`config.mk`:
```
export PLATFORM = sky130hd
export DESIGN_NAME = unified_cordic_engine_top_flat
export DESIGN_NICKNAME = d
export VERILOG_FILES = /design/src/cue_pkg.sv /design/src/cue_if.sv /design/src/cue_seq.sv /design/src/cue_datapath.sv /design/src/unified_cordic_engine_top.sv /design/src/flat_wrapper.sv
export SDC_FILE = /design/constraint.sdc
export NUM_CORES = 1
export LEC_CHECK = 0
export BUFFER_PORTS_ARGS = -buffer_cell sky130_fd_sc_hd__buf_2
export CAP_MARGIN = 0
export CORE_MARGIN = 2
export CORE_UTILIZATION = 45
export CTS_BUF_LIST = sky130_fd_sc_hd__clkbuf_4 sky130_fd_sc_hd__clkbuf_8 sky130_fd_sc_hd__clkbuf_16
export DETAILED_ROUTE_END_ITERATION = 6
export PLACE_DENSITY_LB_ADDON = 0.2
export SYNTH_ARGS = -nofsm -noshare
export SYNTH_HDL_FRONTEND = slang
export SYNTH_SLANG_ARGS = --single-unit
```
`constraint.sdc`:
```
create_clock -name clk -period 9.6 [get_ports clk]
set_clock_uncertainty 0.1 [all_clocks]
set_input_delay 1.92 -clock clk [delete_from_list [all_inputs] [get_ports clk]]
set_output_delay 1.92 -clock clk [all_outputs]
set_load 0.01 [all_outputs]
```
`src/cue_pkg.sv`:
```
// Shared package of the unified CORDIC engine: field widths, register and
// mode codes, the sequencer control struct and the elaboration-time table
// builders. No dependencies.
package cue_pkg;

    localparam int FIELD_W = 32;
    localparam int IDX_W   = 6;
    localparam int CFG_W   = 6;
    localparam int CFG_IDX_W = 2;

    localparam int DATA_WIDTH_DEF    = 32;
    localparam int FRACTION_BITS_DEF = 24;
    localparam int TABLE_DEPTH_DEF   = 32;

    localparam logic [IDX_W-1:0] ITER_MAX  = 6'd32;
    localparam logic [IDX_W-1:0] ITER_RST  = 6'd24;
    localparam logic [IDX_W-1:0] HYP_REP_A = 6'd4;
    localparam logic [IDX_W-1:0] HYP_REP_B = 6'd13;

    localparam logic [1:0] COORD_CIRC = 2'd0;
    localparam logic [1:0] COORD_LIN  = 2'd1;
    localparam logic [1:0] COORD_HYP  = 2'd2;

    localparam logic MODE_ROT = 1'b0;
    localparam logic MODE_VEC = 1'b1;

    localparam logic [CFG_IDX_W-1:0] REG_COORD = 2'd0;
    localparam logic [CFG_IDX_W-1:0] REG_MODE  = 2'd1;
    localparam logic [CFG_IDX_W-1:0] REG_COUNT = 2'd2;

    localparam logic [63:0] Q62_ONE = 64'd1 << 62;

    typedef struct packed {
        logic             ready;
        logic             load;
        logic             step;
        logic             finish;
        logic [IDX_W-1:0] idx;
    } cue_ctrl_t;

    // Restoring division, used only while the tables are built.
    function automatic logic [63:0] cue_udiv(input logic [63:0] num, input logic [63:0] den);
        logic [64:0] rem;
        logic [63:0] quo;
        rem = '0;
        quo = '0;
        for (int b = 63; b >= 0; b--)
        begin
            rem = {rem[63:0], num[b]};
            if (rem >= {1'b0, den})
            begin
                rem    = rem - {1'b0, den};
                quo[b] = 1'b1;
            end
        end
        return quo;
    endfunction

    // Series for atan (alternating) or atanh of 2^-i in Q2.62.
    function automatic logic [63:0] cue_pow2_series(input int i, input logic alternate);
        logic [63:0] sum;
        logic [63:0] term;
        int          e;
        sum = '0;
        if (i != 0)
        begin
            for (int k = 0; k < 64; k++)
            begin
                e = i * (2 * k + 1);
                if (e <= 62)
                begin
                    term = cue_udiv(64'd1 << (62 - e), 64'(2 * k + 1));
                    if (alternate && k[0])
                        sum = sum - term;
                    else
                        sum = sum + term;
                end
            end
        end
        return sum;
    endfunction

    // atan(1/n) in Q2.62.
    function automatic logic [63:0] cue_recip_atan(input logic [63:0] n);
        logic [63:0] p;
        logic [63:0] sum;
        logic [63:0] term;
        int          k;
        p   = cue_udiv(Q62_ONE, n);
        sum = '0;
        k   = 0;
        while (p != 64'd0)
        begin
            term = cue_udiv(p, 64'(2 * k + 1));
            if (k[0])
                sum = sum - term;
            else
                sum = sum + term;
            p = cue_udiv(p, n * n);
            k = k + 1;
        end
        return sum;
    endfunction

    // Q8.56 value rounded half up to fb fraction bits and wrapped to dw bits.
    function automatic logic [63:0] cue_to_frac(input logic [63:0] v56, input int fb,
                                                input int dw);
        logic [63:0] mask;
        logic [63:0] res;
        int          sh;
        mask = (64'd1 << dw) - 64'd1;
        if (fb >= 56)
            res = (v56 << (fb - 56)) & mask;
        else
        begin
            sh  = 56 - fb;
            res = ((v56 + (64'd1 << (sh - 1))) >> sh) & mask;
        end
        return res;
    endfunction

    // Table entry i of the given coordinate system.
    function automatic logic [63:0] cue_table_entry(input logic [1:0] kind, input int i,
                                                    input int fb, input int dw);
        logic [63:0] qpi;
        logic [63:0] a;
        logic [63:0] r;
        logic [63:0] q;
        logic [63:0] deg56;
        logic [63:0] mask;
        logic [63:0] res;
        mask = (64'd1 << dw) - 64'd1;
        res  = '0;
        if (kind == COORD_CIRC)
        begin
            qpi = 64'd4 * cue_recip_atan(64'd5) - cue_recip_atan(64'd239);
            a   = (i == 0) ? qpi : cue_pow2_series(i, 1'b1);
            r   = a;
            q   = '0;
            if (r >= qpi)
            begin
                q = 64'd1;
                r = r - qpi;
            end
            for (int b = 0; b < 62; b++)
            begin
                r = r << 1;
                q = q << 1;
                if (r >= qpi)
                begin
                    r    = r - qpi;
                    q[0] = 1'b1;
                end
            end
            deg56 = 64'd45 * (q >> 6) + ((64'd45 * (q & 64'd63)) >> 6);
            res   = cue_to_frac(deg56, fb, dw);
        end
        else if (kind == COORD_LIN)
        begin
            if (i <= fb)
                res = (64'd1 << (fb - i)) & mask;
        end
        else if (i != 0)
            res = cue_to_frac(cue_pow2_series(i, 1'b0) >> 6, fb, dw);
        return res;
    endfunction

endpackage

```
`src/cue_if.sv`:
```
// Valid/ready channel interfaces for the input and result items of the
// unified CORDIC engine. Depends on cue_pkg.
interface cue_in_if
    import cue_pkg::*;
();
    logic                       valid;
    logic                       ready;
    logic signed [FIELD_W-1:0]  x_start;
    logic signed [FIELD_W-1:0]  y_start;
    logic signed [FIELD_W-1:0]  z_start;

    modport source (output valid, output x_start, output y_start, output z_start,
                    input ready);
    modport sink   (input valid, input x_start, input y_start, input z_start,
                    output ready);
endinterface

interface cue_out_if
    import cue_pkg::*;
();
    logic                       valid;
    logic                       ready;
    logic signed [FIELD_W-1:0]  x_result;
    logic signed [FIELD_W-1:0]  y_result;
    logic signed [FIELD_W-1:0]  z_result;

    modport source (output valid, output x_result, output y_result, output z_result,
                    input ready);
    modport sink   (input valid, input x_result, input y_result, input z_result,
                    output ready);
endinterface

```
`src/cue_seq.sv`:
```
// Iteration sequencer of the unified CORDIC engine: counts micro-rotations,
// steps the table index and schedules the hyperbolic repeats. Uses cue_pkg.
module cue_seq
    import cue_pkg::*;
(
    input  logic             clk,
    input  logic             rst_n,
    input  logic             start,
    input  logic [1:0]       coord,
    input  logic [IDX_W-1:0] count,
    input  logic             out_free,
    output cue_ctrl_t        ctrl
);

    typedef enum logic [1:0] {
        S_IDLE,
        S_RUN,
        S_HOLD
    } state_t;

    state_t           state_reg, state_next;
    logic [IDX_W-1:0] idx_reg, idx_next;
    logic [IDX_W-1:0] cnt_reg, cnt_next;
    logic [IDX_W-1:0] n_reg, n_next;
    logic             rep_reg, rep_next;
    logic             hyp_reg, hyp_next;
    logic [IDX_W-1:0] n_eff;
    logic             repeat_now;

    assign n_eff = (count > ITER_MAX) ? ITER_MAX : count;

    // Hyperbolic indices four and thirteen are run twice; the first pass
    // does not advance the index or the count.
    assign repeat_now = hyp_reg && !rep_reg && (idx_reg == HYP_REP_A || idx_reg == HYP_REP_B);

    always_comb
    begin
        state_next = state_reg;
        idx_next   = idx_reg;
        cnt_next   = cnt_reg;
        n_next     = n_reg;
        rep_next   = rep_reg;
        hyp_next   = hyp_reg;
        unique case (state_reg)
            S_IDLE:
            begin
                if (start)
                begin
                    idx_next   = (coord == COORD_CIRC) ? 6'd0 : 6'd1;
                    cnt_next   = '0;
                    rep_next   = 1'b0;
                    n_next     = n_eff;
                    hyp_next   = (coord != COORD_CIRC) && (coord != COORD_LIN);
                    state_next = (n_eff == 6'd0) ? S_HOLD : S_RUN;
                end
            end
            S_RUN:
            begin
                if (repeat_now)
                    rep_next = 1'b1;
                else
                begin
                    rep_next = 1'b0;
                    idx_next = IDX_W'(idx_reg + 6'd1);
                    cnt_next = IDX_W'(cnt_reg + 6'd1);
                    if (IDX_W'(cnt_reg + 6'd1) == n_reg)
                        state_next = S_HOLD;
                end
            end
            S_HOLD:
            begin
                if (out_free)
                    state_next = S_IDLE;
            end
            default:
            begin
                state_next = S_IDLE;
            end
        endcase
    end

    always_ff @(posedge clk or negedge rst_n)
    begin
        if (!rst_n)
        begin
            state_reg <= S_IDLE;
            idx_reg   <= '0;
            cnt_reg   <= '0;
            n_reg     <= '0;
            rep_reg   <= 1'b0;
            hyp_reg   <= 1'b0;
        end
        else
        begin
            state_reg <= state_next;
            idx_reg   <= idx_next;
            cnt_reg   <= cnt_next;
            n_reg     <= n_next;
            rep_reg   <= rep_next;
            hyp_reg   <= hyp_next;
        end
    end

    always_comb
    begin
        ctrl.ready  = (state_reg == S_IDLE);
        ctrl.load   = start && (state_reg == S_IDLE);
        ctrl.step   = (state_reg == S_RUN);
        ctrl.finish = (state_reg == S_HOLD) && out_free;
        ctrl.idx    = idx_reg;
    end

endmodule

```
`src/cue_datapath.sv`:
```
// Shared shift-add unit of the unified CORDIC engine: the x, y, z working
// registers, the barrel shifters and the constant angle tables. Uses cue_pkg.
module cue_datapath
    import cue_pkg::*;
#(
    parameter int DATA_WIDTH    = DATA_WIDTH_DEF,
    parameter int FRACTION_BITS = FRACTION_BITS_DEF,
    parameter int TABLE_DEPTH   = TABLE_DEPTH_DEF
)
(
    input  logic                  clk,
    input  cue_ctrl_t             ctrl,
    input  logic [1:0]            coord,
    input  logic                  mode,
    input  logic [DATA_WIDTH-1:0] x_in,
    input  logic [DATA_WIDTH-1:0] y_in,
    input  logic [DATA_WIDTH-1:0] z_in,
    output logic [DATA_WIDTH-1:0] x_out,
    output logic [DATA_WIDTH-1:0] y_out,
    output logic [DATA_WIDTH-1:0] z_out
);

    localparam int TAB_IW = $clog2(TABLE_DEPTH);

    logic [DATA_WIDTH-1:0] circ_rom [TABLE_DEPTH];
    logic [DATA_WIDTH-1:0] lin_rom  [TABLE_DEPTH];
    logic [DATA_WIDTH-1:0] hyp_rom  [TABLE_DEPTH];

    for (genvar g = 0; g < TABLE_DEPTH; g++)
    begin : g_tab
        localparam logic [63:0] CIRC_E = cue_table_entry(COORD_CIRC, g, FRACTION_BITS, DATA_WIDTH);
        localparam logic [63:0] LIN_E  = cue_table_entry(COORD_LIN, g, FRACTION_BITS, DATA_WIDTH);
        localparam logic [63:0] HYP_E  = cue_table_entry(COORD_HYP, g, FRACTION_BITS, DATA_WIDTH);
        assign circ_rom[g] = CIRC_E[DATA_WIDTH-1:0];
        assign lin_rom[g]  = LIN_E[DATA_WIDTH-1:0];
        assign hyp_rom[g]  = HYP_E[DATA_WIDTH-1:0];
    end

    logic [DATA_WIDTH-1:0] x_reg, x_next;
    logic [DATA_WIDTH-1:0] y_reg, y_next;
    logic [DATA_WIDTH-1:0] z_reg, z_next;
    logic [DATA_WIDTH-1:0] dx;
    logic [DATA_WIDTH-1:0] dy;
    logic [DATA_WIDTH-1:0] t;
    logic [TAB_IW-1:0]     tab_addr;
    logic                  up;
    logic                  x_sub;

    assign tab_addr = ctrl.idx[TAB_IW-1:0];

    always_comb
    begin
        t = '0;
        if (ctrl.idx < IDX_W'(TABLE_DEPTH) || TABLE_DEPTH >= (1 << IDX_W))
        begin
            unique case (coord)
                COORD_CIRC: t = circ_rom[tab_addr];
                COORD_LIN:  t = lin_rom[tab_addr];
                default:    t = hyp_rom[tab_addr];
            endcase
        end
    end

    // Shifts of the full width or more leave copies of the sign bit.
    assign dx = DATA_WIDTH'($signed(y_reg) >>> ctrl.idx);
    assign dy = DATA_WIDTH'($signed(x_reg) >>> ctrl.idx);

    // Vectoring turns against the sign product of x and y, zero counted as
    // positive; rotation follows the sign of z.
    assign up    = (mode == MODE_VEC) ? (x_reg[DATA_WIDTH-1] != y_reg[DATA_WIDTH-1])
                                      : !z_reg[DATA_WIDTH-1];
    assign x_sub = ((coord == COORD_CIRC) == up);

    always_comb
    begin
        x_next = x_reg;
        y_next = y_reg;
        z_next = z_reg;
        if (ctrl.load)
        begin
            x_next = x_in;
            y_next = y_in;
            z_next = z_in;
        end
        else if (ctrl.step)
        begin
            if (coord != COORD_LIN)
                x_next = x_sub ? (x_reg - dx) : (x_reg + dx);
            y_next = up ? (y_reg + dy) : (y_reg - dy);
            z_next = up ? (z_reg - t) : (z_reg + t);
        end
    end

    always_ff @(posedge clk)
    begin
        x_reg <= x_next;
        y_reg <= y_next;
        z_reg <= z_next;
    end

    assign x_out = x_reg;
    assign y_out = y_reg;
    assign z_out = z_reg;

endmodule

```
`src/unified_cordic_engine_top.sv`:
```
// Top level of the unified CORDIC engine: configuration registers, sequencer,
// shift-add datapath and the result register. Uses cue_pkg and cue_if.
//
// Usage: a triple (x_start, y_start, z_start) enters on in_item and the
// rotated triple leaves on out_item, both valid/ready channels where an item
// moves at a clock edge with valid and ready high. Registers are written on
// cfg_we with cfg_index 0 (coordinate system), 1 (rotation or vectoring) and
// 2 (iteration count); the user must write them only while no item is in
// flight, and the block itself does not enforce this. With n the iteration
// count (capped at 32) and r the hyperbolic repeats reached (0, 1 or 2), an
// item takes n + r micro-rotations, one per cycle by the single shift-add
// unit, and the next item is taken only after its result has gone to the
// output register; in_item.ready is high only while the sequencer is idle.
// Reset clears the registers to circular rotation with 24 iterations and
// leaves both channels empty. When the receiver stalls the result waits in
// the output register; the next item is still accepted and worked on, and it
// waits in the datapath until the output register is free.
module unified_cordic_engine_top
    import cue_pkg::*;
#(
    parameter int DATA_WIDTH    = DATA_WIDTH_DEF,
    parameter int FRACTION_BITS = FRACTION_BITS_DEF,
    parameter int TABLE_DEPTH   = TABLE_DEPTH_DEF
)
(
    input  logic                 clk,
    input  logic                 rst_n,
    input  logic                 cfg_we,
    input  logic [CFG_IDX_W-1:0] cfg_index,
    input  logic [CFG_W-1:0]     cfg_data,
    cue_in_if.sink               in_item,
    cue_out_if.source            out_item
);

    logic [1:0]            coord_reg;
    logic                  mode_reg;
    logic [IDX_W-1:0]      count_reg;
    cue_ctrl_t             ctrl;
    logic                  out_valid_reg;
    logic [FIELD_W-1:0]    x_res_reg;
    logic [FIELD_W-1:0]    y_res_reg;
    logic [FIELD_W-1:0]    z_res_reg;
    logic                  out_free;
    logic [DATA_WIDTH-1:0] x_in;
    logic [DATA_WIDTH-1:0] y_in;
    logic [DATA_WIDTH-1:0] z_in;
    logic [DATA_WIDTH-1:0] x_dp;
    logic [DATA_WIDTH-1:0] y_dp;
    logic [DATA_WIDTH-1:0] z_dp;

    always_ff @(posedge clk or negedge rst_n)
    begin
        if (!rst_n)
        begin
            coord_reg <= COORD_CIRC;
            mode_reg  <= MODE_ROT;
            count_reg <= ITER_RST;
        end
        else if (cfg_we)
        begin
            unique case (cfg_index)
                REG_COORD: coord_reg <= cfg_data[1:0];
                REG_MODE:  mode_reg  <= cfg_data[0];
                REG_COUNT: count_reg <= cfg_data;
                default:   ;
            endcase
        end
    end

    assign out_free = !out_valid_reg || out_item.ready;

    cue_seq u_seq (
        .clk      (clk),
        .rst_n    (rst_n),
        .start    (in_item.valid),
        .coord    (coord_reg),
        .count    (count_reg),
        .out_free (out_free),
        .ctrl     (ctrl)
    );

    // Inputs are sign-extended or wrapped to the working width.
    assign x_in = DATA_WIDTH'(in_item.x_start);
    assign y_in = DATA_WIDTH'(in_item.y_start);
    assign z_in = DATA_WIDTH'(in_item.z_start);

    cue_datapath #(
        .DATA_WIDTH    (DATA_WIDTH),
        .FRACTION_BITS (FRACTION_BITS),
        .TABLE_DEPTH   (TABLE_DEPTH)
    ) u_dp (
        .clk   (clk),
        .ctrl  (ctrl),
        .coord (coord_reg),
        .mode  (mode_reg),
        .x_in  (x_in),
        .y_in  (y_in),
        .z_in  (z_in),
        .x_out (x_dp),
        .y_out (y_dp),
        .z_out (z_dp)
    );

    always_ff @(posedge clk or negedge rst_n)
    begin
        if (!rst_n)
            out_valid_reg <= 1'b0;
        else if (ctrl.finish)
            out_valid_reg <= 1'b1;
        else if (out_item.ready)
            out_valid_reg <= 1'b0;
    end

    // Results keep the low bits of the working value, zero-filled if narrower.
    always_ff @(posedge clk)
    begin
        if (ctrl.finish)
        begin
            x_res_reg <= FIELD_W'(x_dp);
            y_res_reg <= FIELD_W'(y_dp);
            z_res_reg <= FIELD_W'(z_dp);
        end
    end

    assign in_item.ready     = ctrl.ready;
    assign out_item.valid    = out_valid_reg;
    assign out_item.x_result = x_res_reg;
    assign out_item.y_result = y_res_reg;
    assign out_item.z_result = z_res_reg;

endmodule

```
`src/flat_wrapper.sv`:
```
// flat-port wrapper written by rule: the top's interface ports become plain ports
module unified_cordic_engine_top_flat import cue_pkg::*;
#(
    parameter int DATA_WIDTH    = DATA_WIDTH_DEF,
    parameter int FRACTION_BITS = FRACTION_BITS_DEF,
    parameter int TABLE_DEPTH   = TABLE_DEPTH_DEF
)
  (clk, rst_n, cfg_we, cfg_index, cfg_data, in_item_valid, in_item_x_start, in_item_y_start, in_item_z_start, in_item_ready, out_item_valid, out_item_x_result, out_item_y_result, out_item_z_result, out_item_ready);
  cue_in_if in_item_i ();
  cue_out_if out_item_i ();
  input  logic clk;
  input  logic rst_n;
  input  logic cfg_we;
  input  logic [CFG_IDX_W-1:0] cfg_index;
  input  logic [CFG_W-1:0] cfg_data;
  input wire logic [$bits(in_item_i.valid)-1:0] in_item_valid;
  input wire logic [$bits(in_item_i.x_start)-1:0] in_item_x_start;
  input wire logic [$bits(in_item_i.y_start)-1:0] in_item_y_start;
  input wire logic [$bits(in_item_i.z_start)-1:0] in_item_z_start;
  output wire logic [$bits(in_item_i.ready)-1:0] in_item_ready;
  output wire logic [$bits(out_item_i.valid)-1:0] out_item_valid;
  output wire logic [$bits(out_item_i.x_result)-1:0] out_item_x_result;
  output wire logic [$bits(out_item_i.y_result)-1:0] out_item_y_result;
  output wire logic [$bits(out_item_i.z_result)-1:0] out_item_z_result;
  input wire logic [$bits(out_item_i.ready)-1:0] out_item_ready;
  assign in_item_i.valid = in_item_valid;
  assign in_item_i.x_start = in_item_x_start;
  assign in_item_i.y_start = in_item_y_start;
  assign in_item_i.z_start = in_item_z_start;
  assign in_item_ready = in_item_i.ready;
  assign out_item_valid = out_item_i.valid;
  assign out_item_x_result = out_item_i.x_result;
  assign out_item_y_result = out_item_i.y_result;
  assign out_item_z_result = out_item_i.z_result;
  assign out_item_i.ready = out_item_ready;
  unified_cordic_engine_top #(.DATA_WIDTH(DATA_WIDTH), .FRACTION_BITS(FRACTION_BITS), .TABLE_DEPTH(TABLE_DEPTH)) u_core (.clk(clk), .rst_n(rst_n), .cfg_we(cfg_we), .cfg_index(cfg_index), .cfg_data(cfg_data), .in_item(in_item_i), .out_item(out_item_i));
endmodule
```
==> results.ini <==
[sta]
fin_setup_tns_ns = 0
rsz0062_at_grt = false
setup_violations = 0
max_freq_mhz = 132
tightestPinTransition_ns = 1.19
slew_violations = 0
slew_headroom_pct = 18.8
finalCriticalPeriod_ns = 7.59
fin_crit_sh_pct = 79.0
finalHoldViolCount = 0

[synthesis]
avgSynthCellArea_um2 = 9.23
synth-simple-area-share_pct = 17.2
synthesis.area_um2 = 20700
synth_top_family_by_area = compound AO/OA/AOI/OAI gates
netlist_instances = 2241
synth_warnings = 0
synth_fa_ha_area_share_pct = 7.00
synth_nets = 2464
synth-xor-area-share_pct = 7.49
yosysUniqueCellTypes = 98
synthArstFlopShare_pct = 14.3
ys_seq_elements = 224
synth_enable_flop_cells = 192
synth-main-ff-cell = edfxtp_1
ys_seq_area_share_pct = 31.7
synth-compound-area-share_pct = 19.9
synthMuxAreaShare_pct = 12.8

[clock_network]
post_cts_resized = 0
cts_hold_buffers = 0
clkTransAtPathRegs_ns = 0.06
cts_setup_buffers = 0
cts_tree = done
cts_buffers = 26
cts_buffer_depth = 3
clock-sinks = 224
cts_root_buf = clkbuf_16
insertion_delay_ns = 0.58
htreeDepth = 1

[cells_and_area]
num_antenna_cells = 0
fin_util_pct = 50.8
final_cell_area_um2 = 23100
fin_nets = 2609
area_delta_synth_final_pct = 11.5
drive_above_1_share_pct = 19.5

[placed_design]
io_buffers = 206
gp_congestion = 0.988
post_dp_cell_area_um2 = 22200
dpl.hpwl_mm = 54.3

[routing]
firstDrtPassIters = 6
drt_iter0_drc = 1855
post_drt_wl_per_cell_um = 24.0
drc_errors = 0
wl_mm = 72.0
postRouteAntennaNets = 0
vias = 19000
viasPerCell = 6.32

[die]
die_area_um2 = 47700
core-area_um2 = 45400
die_w_um = 218
io_pins = 207
start_util_pct = 45.6
die_h_um = 218
rows = 78

[outcome]
status = completed

[worst_setup_path]
crit_required_ns = 9.78
r2r_end = u_core.u_dp.y_out[31]
ff2ff_setup_slack_ns = 2.01
r2r_cells = 21
endpoint_kind = flip-flop
crit_type = reg2reg
r2r-start = u_core.u_seq.idx_reg[1]
critPathMaxFanout = 45
worst_ep_arrival_time_ns = 7.77
crit_path_start_kind = flip-flop

[min_path]
worstHoldStart = u_core.u_dp.z_out[0]
min_to = u_core.out_item.z_result[0]
hp-class = reg2reg
hold_path_depth = 0

[global_routing]
grt_pass1_vias = 18200
grt_max_degree = 75
overflow = 0
grt_pass1_wl_mm = 110
grt_usage_pct = 29.8
antenna_found_initial = 0

[flow_run]
max_cap_violations = 0

[logic make-up (layout without fill, tap and decap cells)]
| group | count (synthesis) | count (layout) |
|---|---|---|
| buffers and inverters | 180 | 344 |
| multiplexers | 171 | 171 |
| flip-flops | 224 | 224 |
| AO/OA/AOI/OAI | 641 | 641 |
| XOR/XNOR | 177 | 177 |
| adder cells (fa/ha/maj) | 114 | 114 |
| AND/OR/NAND/NOR | 734 | 734 |
[cells in the mapped netlist, drive strengths merged, types with 22 or more instances]
master,instances,area (um^2)
nor2,208,783
nand2b,33,206
mux2,60,683
o21ai,158,791
nor2b,34,213
inv,54,203
o21a,22,165
o31ai,27,203
buf,55,350
nand2,234,881
xnor2,98,858
nand3,46,230
a21oi,173,866
xor2,79,692
clkbuf,69,259
dfrtp,30,751
mux4,67,1520
edfxtp,192,5770
a31oi,36,225
mux2i,44,440
ha,111,1390
a21o,38,285
nor3,42,215
and2,24,150
[worst max path at each step]
stage,from,slack [ns],endpoint
after floorplan,out_item_ready,2.64,u_core.out_item.x_result[0]
after global placement,u_core.u_seq.idx_reg[1],2.14,u_core.u_dp.y_out[31]
after detailed placement,u_core.u_seq.idx_reg[1],2.21,u_core.u_dp.y_out[31]
after CTS,u_core.u_seq.idx_reg[1],2.14,u_core.u_dp.y_out[31]
after global routing,u_core.u_seq.idx_reg[0],1.48,u_core.u_dp.x_out[31]
final,u_core.u_seq.idx_reg[1],2.01,u_core.u_dp.y_out[31]
[worst max-delay path, cell delays in order, from the launching register on]
cell and delay (ns):
dfrtp_2 1.02, buf_4 0.48, mux4_2 0.57, mux4_2 0.52, o21ai_0 0.46, ha_1 0.32
nand3b_4 0.10, or4_4 0.58, or3_4 0.41, o21ai_0 0.21, xor2_1 0.20, ha_1 0.33
nand3_1 0.15, nor2_1 0.07, a21oi_1 0.15, nand2_1 0.07, a31oi_1 0.39, o311a_1 0.26
o31ai_1 0.13, a221oi_1 0.48, xnor2_1 0.17, o21ai_1 0.07
[metrics by stage]
step                hold WS, ns  setup WS (ns)  cells
finish                    0.361           2.01   3005
global route              0.364           1.48   3005
CTS                       0.360           2.14   3005
detailed placement        0.344           2.21   2958
global placement          0.341           2.14   2958
floorplan                 0.324           2.64   2241
[cell usage in the layout, fill, tap and decap left out, types with 35 or more instances in the layout]
master	n
nor2_1	206
edfxtp_1	192
a21oi_1	172
xnor2_1	98
buf_2	206
mux2_2	58
nand2_1	232
inv_1	51
buf_4	35
nor3_1	41
a21o_1	38
a31oi_1	36
mux2i_1	43
mux4_2	65
o21ai_0	154
nand3_1	46
ha_1	111
xor2_1	79
[final cells by class]
type / instances / area (um^2)
Clock buffer: 28 / 666
Clock inverter: 19 / 221
Fill cell: 4327 / 22300
Inverter: 56 / 210
Multi-Input combinational cell: 1837 / 13300
Sequential cell: 224 / 6580
Tap cell: 600 / 751
Timing Repair Buffer: 241 / 1290
[metal layers]
layer / routed length [um] / global-route usage, %
met1: 31600 / 42.0
met2: 32200 / 46.8
met3: 5660 / 4.20
met4: 2590 / 10.2
met5: 0 / 0
Power is left out: the tool's default activity adds up to more than one toggle a clock period on the data nets, which glitch-free logic cannot reach.
